### config.mk
export PLATFORM = sky130hd
export DESIGN_NAME = fms_queue
export DESIGN_NICKNAME = d
export VERILOG_FILES = /design/src/sv/fms_pkg.sv /design/src/sv/fms_queue.sv
export SDC_FILE = /design/constraint.sdc
export NUM_CORES = 1
export LEC_CHECK = 0
export BUFFER_PORTS_ARGS = -buffer_cell sky130_fd_sc_hd__buf_2
export CAP_MARGIN = 20
export CELL_PAD_IN_SITES_DETAIL_PLACEMENT = 1
export CELL_PAD_IN_SITES_GLOBAL_PLACEMENT = 1
export CORE_MARGIN = 2
export CORE_UTILIZATION = 42
export CTS_CLUSTER_SIZE = 8
export DETAILED_ROUTE_END_ITERATION = 8
export PLACE_DENSITY = 0.83
export SKIP_CTS_REPAIR_TIMING = 1
export SYNTH_ARGS = -nofsm -noshare
export SYNTH_HDL_FRONTEND = slang
export SYNTH_SLANG_ARGS = --single-unit
### constraint.sdc
create_clock -name clk -period 2.3 [get_ports clk]
set_input_delay 0.345 -clock clk [delete_from_list [all_inputs] [get_ports clk]]
set_output_delay 0.345 -clock clk [all_outputs]
set_load 0.01 [all_outputs]
### src/sv/fms_pkg.sv
// ---------------------------------------------------------------------------
// fms_pkg
// Shared types, constants and the twiddle table for the magnitude spectrum.
// ---------------------------------------------------------------------------
`default_nettype none
package fms_pkg;

  localparam int MAX_POINTS = 64;
  localparam int ADDR_W     = 6;   // log2 of MAX_POINTS
  localparam int CNT_W      = 7;   // holds 0..MAX_POINTS
  localparam int ROOT_W     = 24;  // floor sqrt of a 48-bit sum of squares
  localparam int SQ_W       = 48;
  localparam int ACC_W      = 39;
  localparam int TW_W       = 18;
  localparam int PROD_W     = 34;

  localparam logic [2:0] LOG2_MIN   = 3'd2;
  localparam logic [2:0] LOG2_MAX   = 3'd6;
  localparam logic [2:0] LOG2_RESET = 3'd6;

  typedef struct packed {
    logic             bank;
    logic [CNT_W-1:0] used;
    logic [2:0]       log2n;
    logic [3:0]       tag;
  } job_t;

  typedef struct packed {
    logic       valid;
    logic       bank;
  } release_t;

  function automatic logic [2:0] eff_log2(input logic [2:0] v);
    logic [2:0] e;
    e = v;
    if (e < LOG2_MIN) e = LOG2_MIN;
    if (e > LOG2_MAX) e = LOG2_MAX;
    return e;
  endfunction

  function automatic logic signed [TW_W-1:0] quarter_cos(input logic [4:0] r);
    logic signed [TW_W-1:0] q;
    case (r)
      5'd0:    q = 18'sd65536;
      5'd1:    q = 18'sd65220;
      5'd2:    q = 18'sd64277;
      5'd3:    q = 18'sd62714;
      5'd4:    q = 18'sd60547;
      5'd5:    q = 18'sd57798;
      5'd6:    q = 18'sd54491;
      5'd7:    q = 18'sd50660;
      5'd8:    q = 18'sd46341;
      5'd9:    q = 18'sd41576;
      5'd10:   q = 18'sd36410;
      5'd11:   q = 18'sd30893;
      5'd12:   q = 18'sd25080;
      5'd13:   q = 18'sd19024;
      5'd14:   q = 18'sd12785;
      5'd15:   q = 18'sd6424;
      default: q = 18'sd0;
    endcase
    return q;
  endfunction

  function automatic logic signed [TW_W-1:0] tw_cos(input logic [5:0] j);
    logic [4:0] r;
    logic [4:0] rr;
    logic signed [TW_W-1:0] v;
    r  = {1'b0, j[3:0]};
    rr = 5'd16 - r;
    case (j[5:4])
      2'd0:    v = quarter_cos(r);
      2'd1:    v = -quarter_cos(rr);
      2'd2:    v = -quarter_cos(r);
      default: v = quarter_cos(rr);
    endcase
    return v;
  endfunction

endpackage
`default_nettype wire

### src/sv/fms_queue.sv
// ---------------------------------------------------------------------------
// fms_queue
// Two-entry job queue between the loader and the transform engine.
// ---------------------------------------------------------------------------
`default_nettype none
module fms_queue (
  input  wire logic          clk,
  input  wire logic          rst,
  input  wire logic          push,
  input  wire fms_pkg::job_t push_job,
  output logic               full,
  input  wire logic          pop,
  output logic               avail,
  output fms_pkg::job_t      head
);
  import fms_pkg::*;

  job_t       slots [2];
  logic       wptr;
  logic       rptr;
  logic [1:0] count;

  always_ff @(posedge clk) begin
    if (rst) begin
      wptr  <= 1'b0;
      rptr  <= 1'b0;
      count <= 2'd0;
    end else begin
      if (push) begin
        slots[wptr] <= push_job;
        wptr        <= ~wptr;
      end
      if (pop) rptr <= ~rptr;
      count <= count + {1'b0, push} - {1'b0, pop};
    end
  end

  assign full  = (count == 2'd2);
  assign avail = (count != 2'd0);
  assign head  = slots[rptr];

endmodule
`default_nettype wire

Yosys cells after proc, flatten, opt, wreduce, memory -nomap -nowiden --
Memory sizes are Yosys's and may differ from the RTL's. A register that Yosys moved wholly into a read port is not among the register bits. Cells that the tools add are included. Widths: inputs -> output; s select.
Storage, ports and cells: bits in writable memories 30, register bits after elaboration 4, input port bits 19, memories kept 1, word-level logic and storage cells 15, output and inout port bits 17
Memory list:
- slots | depth 2, bits a word 15, rd ports 1, clocked after memory_dff 1, wr ports 1, line fms_queue.sv:18 | job_t slots [2];
Operators by class: multiplexer cells 5, bitwise operators 2, reductions and logical operators 1, eq/ne operators 1, add/sub/neg operators 2
Operators with widths (count):
- $mux 1 | 5
- $add 2x1->2 | 1
- $eq 2x2->1 const B | 1
- $not 1->1 | 2
- $reduce_bool 2->1 | 1
- $sub 2x1->2 | 1

Depth between registers and ports, before layout --
Gate-level depths: netlist (run 1).
depth after elaboration 3, gate-level depth with buffers 6, depth with buffers taken out 6

Worst setup path before layout (run 1) --
Ideal clock, no wire load.
kind input to register, start point in push, end point mem slots[0][0] (netlist name), enable pin, buffers on the path 0, required time 1.891 ns, stages 1, path slack 0.377 ns, data arrival time 1.514 ns, library setup time 0.409 ns, path through nor3b_1
On the way: longest elaborated chain between the ends 3
RTL lines:
- start, declared | line fms_queue.sv:9 | input wire logic push,
- $mux 1 | line fms_queue.sv:29 | if (push) begin
- $mux 1 | line fms_queue.sv:24 | if (rst) begin
- $mux 1 (implied by the code) | line fms_queue.sv:30 | slots[wptr] <= push_job;
- end, declared | line fms_queue.sv:18
Every way passes these cells.

==> summary.md, run 1 <==
| Metric | Value |
|---|---|
| Core Area | 3080 sq um |
| Warnings from Yosys | 0 |
| Post-Route WL | 2260 um |
| Seq cells post-synth | 35 |
| Clock transition at path regs | 0.09 ns |
| Max H-tree Level | 2 |
| Worst-Margin Slew | 0.721 ns |
| Arrival @ worst endpoint | 1.43 ns |
| Post-route ant nets | 0 |
| Layout cells sized above 1 | 0.541 |
| Worst hold path class | input pin to flop |
| Final critical-path share of the clock period | 0.774 |
| Initial antenna violation count | 0 |
| Leakage power | 0.657 nW |
| FMAX | 562 MHz |
| N_diodes | 0 |
| Worst setup path category | flop to output pin |
| Register area share after synthesis | 0.735 |
| Yosys cell types | 15 |
| Chip Width | 60.9 um |
| Drt pass-1 iters | 4 |
| Final setup violation count | 0 |
| Die Span Y | 60.9 um |
| Pwr Total | 1.23 mW |
| Max-Cap Viols | 0 |
| Status | finished, final reports clean |
| Slew headroom | 0.519 |
| DR iter-0 viols | 24 |
| Syn avg cell area | 20.0 sq um |
| Buffers on Ports | 35 |
| Number of CTS-inserted buffers | 5 |
| Total GRT Usage | 0.137 |
| Final nets | 131 |
| Max Transition Viols Final | 0 |
| Cell count after synthesis | 68 |
| First-pass GRT wire length | 3330 um |
| Synth top area cells | edfxtp_1, mux2_4, dfxtp_1 |
| DR vias/cell | 4.59 |
| Final Wtd Congestion | 0.642 |
| Peak supply drop | 328 uV |
| Share of the synthesized area in the top cell type | 0.662 |
| Commonest non-fill, non-tap cell in the layout | buf_2 |
| Longest Clk Path Bufs | 2 |
| Vias | 711 |
| Starting density of the core | 0.442 |
| Gr ovfl total | 0 |
| Most frequent cells in the layout | buf_2, edfxtp_1, mux2_4 |
| Cell Pwr Density | 754 nW/um^2 |
| Post-DP HPWL | 1740 um |
| Clock latency at the later pin of the worst-skew pair | 0.33 ns |
| Fin. Hold Viols | 0 |
| Fillers | 323 |
| CP startpoint kind | flop |
| CTS tree | built |
| CTS root buffer | clkbuf_4 |
| Post-route DRC | 0 |
| Crit. End Element | output pin |
| RSZ-0062 raised after global routing | false |
| Syn-to-layout area delta | 19.8% |
| Core Rows | 20 |
| Crit path max fanout | 15 |
| Post-synth top area cell | edfxtp_1 |
| Setup TNS | 0 ns |
| IO Pins | 36 |
| Die area | 3710 sq um |
| Post-layout instance area | 1630 sq um |
| CTS sink count | 35 |
| Fin Clk Skew | 0.00993 ns |
| Placed cell area | 1580 sq um |
| Number of global-route vias before repair | 725 |
| Cell Area, Synth | 1360 sq um |
| Post-DR wirelength/cell | 14.6 um |
| Syn nets | 89 |
| Largest net degree at the start of global routing | 16 |
| Final min period | 1.78 ns |
| CP required | 1.96 ns |
| Final Core Density | 0.530 |
cells by family (layout without fill, tap and decap cells):
| kind of cell | Yosys count | after routing | synth area share |
|---|---|---|---|
| XOR/XNOR | 3 | 3 | 0.0294 |
| adder cells (fa/ha/maj) | 2 | 2 | 0.0184 |
| AND/OR/NAND/NOR | 9 | 9 | 0.0368 |
| multiplexers | 15 | 15 | 0.152 |
| buffers and inverters | 4 | 47 | 0.0285 |
| flip-flops | 35 | 35 | 0.735 |
synthesized netlist by cell type:
cell	number
nor3b_1	1
xnor3_1	1
and3b_1	1
dfxtp_1	5
xnor2_1	2
mux2_2	5
inv_1	2
ha_1	2
edfxtp_1	30
mux2_4	10
buf_6	1
or2_2	1
nor2_1	4
buf_12	1
nor2b_1	2
flip-flops by register name (all words and copies together), names as in the netlist, named ones only:
| register | cells |
|---|---|
| rptr | 1 |
| slots | 30 |
| count | 2 |
| wptr | 1 |
path summary, 6_finish.rpt:
| check | from | endpoint | slack (ns) | cells after the start |
|---|---|---|---|---|
| setup / recovery | flop | head[0] | 0.52 | 3 |
| hold / removal | push_job[0] | slots[1][0]$_DFFE_PP_ | 0.19 | 1 |
| setup reg to reg | wptr$_SDFFE_PP0P_ | slots[0][13]$_DFFE_PP_ | 0.88 | 2 |
| hold reg to reg | rptr$_SDFFE_PP0P_ | rptr$_SDFFE_PP0P_ | 0.57 | 2 |
layer usage:
| layer | wire, um | GRT usage | vias to the layer above |
|---|---|---|---|
| met2 | 1220 | 0.240 | 30 |
| met4 | 51 | 0.0839 | 0 |
| met5 | 0 | 0 | - |
| met3 | 155 | 0.0533 | 5 |
| met1 | 833 | 0.136 | 336 |
| li1 | - | - | 340 |
through the flow:
step                      setup WS [ns]  instances  hold WS, ns
final                             0.520        155        0.194
after global routing              0.415        155        0.167
after CTS                         0.487        155        0.175
after detailed placement          0.707        147        0.536
after global placement            0.795        147        0.505
after floorplan                   0.377         68        0.417
critical path, stage by stage, from the launching register on:
cell	delay [ns]
dfxtp_1	0.32
buf_4	0.26
mux2_2	0.38
buf_2	0.14
power breakdown:
part	total [mW]	switching (mW)	internal, mW
Clock	0.302	0.183	0.119
Combinational	0.189	0.0855	0.103
Sequential	0.739	0.0143	0.725
Total	1.23	0.282	0.947
area by class of cell:
cell class	count	area, sq um	area share
clock buffers	7	45.0	0.0276
clock inverters	1	5.00	0.00307
inverters	2	7.51	0.00460
multi-input cells	29	327	0.200
flip-flops and latches	35	1000	0.614
well taps	44	55.1	0.0338
repair buffers	37	190	0.117
(Power assumes the default switching activity.)
==> inputs of run 2 (changes only) <==
--- a/config.mk
+++ b/config.mk
@@ -10,10 +10,10 @@
 export CELL_PAD_IN_SITES_DETAIL_PLACEMENT = 1
 export CELL_PAD_IN_SITES_GLOBAL_PLACEMENT = 1
 export CORE_MARGIN = 2
-export CORE_UTILIZATION = 42
+export CORE_UTILIZATION = 38
 export CTS_CLUSTER_SIZE = 8
 export DETAILED_ROUTE_END_ITERATION = 8
-export PLACE_DENSITY = 0.83
+export PLACE_DENSITY = 0.8
 export SKIP_CTS_REPAIR_TIMING = 1
 export SYNTH_ARGS = -nofsm -noshare
 export SYNTH_HDL_FRONTEND = slang
==> constraint.sdc (replaced) <==
create_clock -name clk -period 1.4 [get_ports clk]
set_input_delay 0.21 -clock clk [delete_from_list [all_inputs] [get_ports clk]]
set_output_delay 0.21 -clock clk [all_outputs]
set_load 0.01 [all_outputs]
==> summary.md, run 2 (synthesized netlist as in run 1, its figures left out) <==
| Metric | Value |
|---|---|
| Post-route DRC | 0 |
| Drt pass-1 iters | 3 |
| Core Area | 3390 sq um |
| FMAX | 672 MHz |
| Worst hold path class | input pin to flop |
| Worst setup margin | -0.0880 ns |
| Final critical-path share of the clock period | 1.06 |
| FF-to-FF Start | count[0]$_SDFF_PP0_ |
| DR iter-0 viols | 7 |
| RSZ-0062 raised after global routing | true |
| Crit. End Element | output pin |
| Clock transition at path regs | 0.10 ns |
| Vias | 732 |
| DR vias/cell | 4.52 |
| Fillers | 330 |
| Final min period | 1.49 ns |
| Fin. Hold Viols | 0 |
| Arrival @ worst endpoint | 1.28 ns |
| Layout cells sized above 1 | 0.569 |
| CTS sink count | 35 |
| CP startpoint kind | flop |
| Final nets | 136 |
| Number of global-route vias before repair | 773 |
| Max-Cap Viols | 0 |
| Worst-Margin Slew | 0.201 ns |
| First-pass GRT wire length | 3430 um |
| CTS root buffer | clkbuf_4 |
| N_diodes | 0 |
| Syn-to-layout area delta | 32.4% |
| CTS tree | built |
| WHS Endpoint | slots[0][14]$_DFFE_PP_ |
| Total GRT Usage | 0.117 |
| Final Wtd Congestion | 0.583 |
| Gr ovfl total | 0 |
| Post-DP HPWL | 1620 um |
| Reg2reg path depth | 6 |
| Reg-to-reg endpoint | count[1]$_SDFF_PP0_ |
| Most frequent cells in the layout | edfxtp_1, buf_2, buf_6 |
| Chip Width | 63.9 um |
| Slew headroom | 0.865 |
| Worst setup path category | flop to output pin |
| Largest Register | slots |
| Initial antenna violation count | 0 |
| Fin Clk Skew | 0.00233 ns |
| Longest Clk Path Bufs | 2 |
| Failing checks | negative setup slack |
| Die area | 4080 sq um |
| Final setup violation count | 15 |
| Number of CTS-inserted buffers | 5 |
| Die Span Y | 63.9 um |
| Min-delay src | push_job[14] |
| Crit path max fanout | 6 |
| Post-Route WL | 2280 um |
| Post-DR wirelength/cell | 14.1 um |
| Cell Pwr Density | 1170 nW/um^2 |
| Starting density of the core | 0.402 |
| Core Rows | 21 |
| Status | complete, but fails checks |
| Flip-flop and latch area | 1000 sq um |
| Commonest non-fill, non-tap cell in the layout | edfxtp_1 |
| Largest regs | slots (30), count (2) |
| CP required | 1.19 ns |
| Clock latency at the later pin of the worst-skew pair | 0.32 ns |
| R2R Setup Slk | 0.19 ns |
| Buffers on Ports | 35 |
| Max Transition Viols Final | 0 |
| Peak supply drop | 592 uV |
| Hold depth | 1 |
| Max H-tree Level | 2 |
| Leakage power | 0.738 nW |
| Post-route ant nets | 0 |
| Multi-input logic area | 345 sq um |
| Max reg flops | 30 |
| IO Pins | 36 |
| WHS | 0.0680 ns |
| Post-place setup slack | 0.191 ns |
| Largest net degree at the start of global routing | 11 |
## run 2: worst max-delay path by stage
stage,from,end,cells past startpoint,slack (ns)
after floorplan,wptr$_SDFFE_PP0P_,slots[0][0]$_DFFE_PP_,1,0.009
after global placement,flop,head[6],3,0.22
after detailed placement,flop,head[6],3,0.19
after CTS,flop,head[6],3,-0.18
after global routing,flop,head[14],3,-0.14
final,flop,head[14],3,-0.09
## run 2: worst max-delay path, cell delays in order, from the launching register on
cell	delay (ns)
dfxtp_4	0.39
buf_8	0.14
mux2_4	0.31
buf_6	0.12
## run 2: per-layer routing
metal | up-vias | wire [um] | GRT usage
li1 | 346 | - | -
met1 | 350 | 904 | 0.124
met2 | 31 | 1210 | 0.201
met3 | 5 | 136 | 0.0528
met4 | 0 | 34 | 0.0489
met5 | - | 0 | 0
## run 2: final cells by class
class / count / area share
Multi-Input combinational cell: 29 / 0.192
Sequential cell: 35 / 0.558
Tap cell: 46 / 0.0319
Clock inverter: 1 / 0.00278
Timing Repair Buffer: 42 / 0.187
Inverter: 2 / 0.00417
Clock buffer: 7 / 0.0250
## run 2: where the power goes
part | switching, mW | internal, mW
Sequential | 0.0266 | 1.19
Clock | 0.306 | 0.196
Combinational | 0.148 | 0.238
## run 2: per-stage QoR
step | utilization | area (sq um) | cells | TNS (ns) | total power, mW
6_report | 0.532 | 1800 | 162 | -1.14 | 2.11
2_1_floorplan | - | 1370 | 68 | 0 | 1.44
3_5_place_dp | 0.476 | 1610 | 153 | 0 | 1.56
4_1_cts | 0.491 | 1660 | 161 | -2.35 | 2.05
3_3_place_gp | 0.476 | 1610 | 153 | 0 | 1.54
5_1_grt | 0.532 | 1800 | 162 | -1.81 | 2.22
==> inputs of run 3 (changes only) <==
--- a/config.mk
+++ b/config.mk
@@ -13,6 +13,7 @@
 export CORE_UTILIZATION = 38
 export CTS_CLUSTER_SIZE = 8
 export DETAILED_ROUTE_END_ITERATION = 8
+export MAX_ROUTING_LAYER = met4
 export PLACE_DENSITY = 0.8
 export SKIP_CTS_REPAIR_TIMING = 1
 export SYNTH_ARGS = -nofsm -noshare
==> summary.md, run 3 (synthesized netlist as in run 1, its figures left out) <==
| Metric | Value |
|---|---|
| Status | complete, but fails checks |
| Failing checks | negative setup slack |
| First-pass GRT wire length | 3420 um |
| FMAX | 671 MHz |
| Post-place setup slack | 0.191 ns |
| Final Wtd Congestion | 0.587 |
| Longest Clk Path Bufs | 2 |
| Largest Register | slots |
| Pint | 1.62 mW |
| Commonest non-fill, non-tap cell in the layout | edfxtp_1 |
| Clock latency at the later pin of the worst-skew pair | 0.32 ns |
| DR vias/cell | 4.52 |
| Post-Route WL | 2280 um |
| Post-route DRC | 0 |
| Initial antenna violation count | 0 |
| Fin. Hold Viols | 0 |
| Clk pwr share | 0.238 |
| Buffers on Ports | 35 |
| Most frequent cells in the layout | edfxtp_1, buf_2, buf_6 |
| P_sw | 0.480 mW |
| Clock transition at path regs | 0.10 ns |
| Final min period | 1.49 ns |
| Post-DR wirelength/cell | 14.1 um |
| Leakage power | 0.738 nW |
| Slew headroom | 0.866 |
| Final nets | 136 |
| Worst setup path category | flop to output pin |
| Largest regs | slots (30), count (2) |
| Max H-tree Level | 2 |
| Sw Share | 0.228 |
| DR iter-0 viols | 7 |
| Largest net degree at the start of global routing | 11 |
| Worst hold path class | input pin to flop |
| CTS root buffer | clkbuf_4 |
| Total GRT Usage | 0.120 |
| Layout cells sized above 1 | 0.569 |
| Crit. End Element | output pin |
| Worst setup margin | -0.0892 ns |
| CP required | 1.19 ns |
| CTS sink count | 35 |
| WHS | 0.0681 ns |
| Fin Clk Skew | 0.00245 ns |
| Sequential power share | 0.578 |
| Starting density of the core | 0.402 |
| Peak supply drop | 590 uV |
| Chip Width | 63.9 um |
| Number of global-route vias before repair | 777 |
| Max-Cap Viols | 0 |
| Syn-to-layout area delta | 32.4% |
| CTS tree | built |
| Core Rows | 21 |
| CP bufs+invs | 2 |
| N_diodes | 0 |
| Worst-Margin Slew | 0.200 ns |
| CP startpoint kind | flop |
| CP max stage delay | 0.39 ns |
| Max reg flops | 30 |
| Crit path max fanout | 6 |
| Arrival @ worst endpoint | 1.28 ns |
| Pwr Total | 2.10 mW |
| IO Pins | 36 |
| Max Transition Viols Final | 0 |
| Number of CTS-inserted buffers | 5 |
| Crit-path cells | buf_8 -> mux2_4 -> buf_6 |
| Top cell family by delay on the critical path | flip-flops |
| Final critical-path share of the clock period | 1.06 |
| Post-route ant nets | 0 |
| Slowest-stage cell, CP | dfxtp_4 |
| RSZ-0062 raised after global routing | true |
| Die Span Y | 63.9 um |
| Cell Pwr Density | 1170 nW/um^2 |
| Final Core Density | 0.532 |
| Vias | 732 |
| Core Area | 3390 sq um |
| Comb pwr share | 0.184 |
| Post-DP HPWL | 1620 um |
| Die area | 4080 sq um |
| Final setup violation count | 15 |
| Gr ovfl total | 0 |
| Drt pass-1 iters | 3 |
run 3: cell counts in the layout (fill, tap and decap cells not counted):
Identical to the previous run, type by type.
run 3: final cells by class:
class                      instances  area (sq um)
clock buffer                       7          45.0
clock inverter                     1          5.00
fill                             330          1590
inverter                           2          7.51
multi-input combinational         29           345
sequential                        35          1000
tap                               46          57.6
timing repair buffer              42           337
run 3: worst reg2reg max path: cells and delay by family, from the launching register on:
kind,cells,cell delay [ns]
xor+xnor,1,0.19
flops,1,0.36
simple gates,1,0.04
fa+ha+maj,2,0.43
buf+inv,2,0.09
run 3: worst paths after layout:
| check | slack [ns] | end | depth (start not counted) | startpoint |
|---|---|---|---|---|
| worst max-delay path | -0.09 | head[14] | 3 | flop |
| worst min-delay path | 0.07 | slots[0][14]$_DFFE_PP_ | 1 | push_job[14] |
| worst max register to register | 0.19 | count[1]$_SDFF_PP0_ | 6 | count[0]$_SDFF_PP0_ |
| worst min register to register | 0.55 | rptr$_SDFFE_PP0P_ | 2 | rptr$_SDFFE_PP0P_ |
run 3: per-stage QoR:
step,std cells,TNS [ns],area (sq um)
finish,162,-1.12,1800
global route,162,-1.81,1800
CTS,161,-2.35,1660
detailed placement,153,0,1610
global placement,153,0,1610
floorplan,68,0,1370
run 3: power groups by stage:
stage               combinational, mW  sequential [mW]  clock [mW]
floorplan                       0.213             1.23           0
global placement                0.309             1.23           0
detailed placement              0.321             1.24           0
CTS                             0.322             1.21       0.519
global route                    0.421             1.22       0.572
finish                          0.387             1.22       0.500
run 3: metal layers:
layer	global-route usage	part of all wire	vias to the layer above
li1	-	-	346
met1	0.119	0.40	351
met2	0.204	0.53	30
met3	0.0528	0.056	5
met4	0.0489	0.015	0
met5	-	0	-
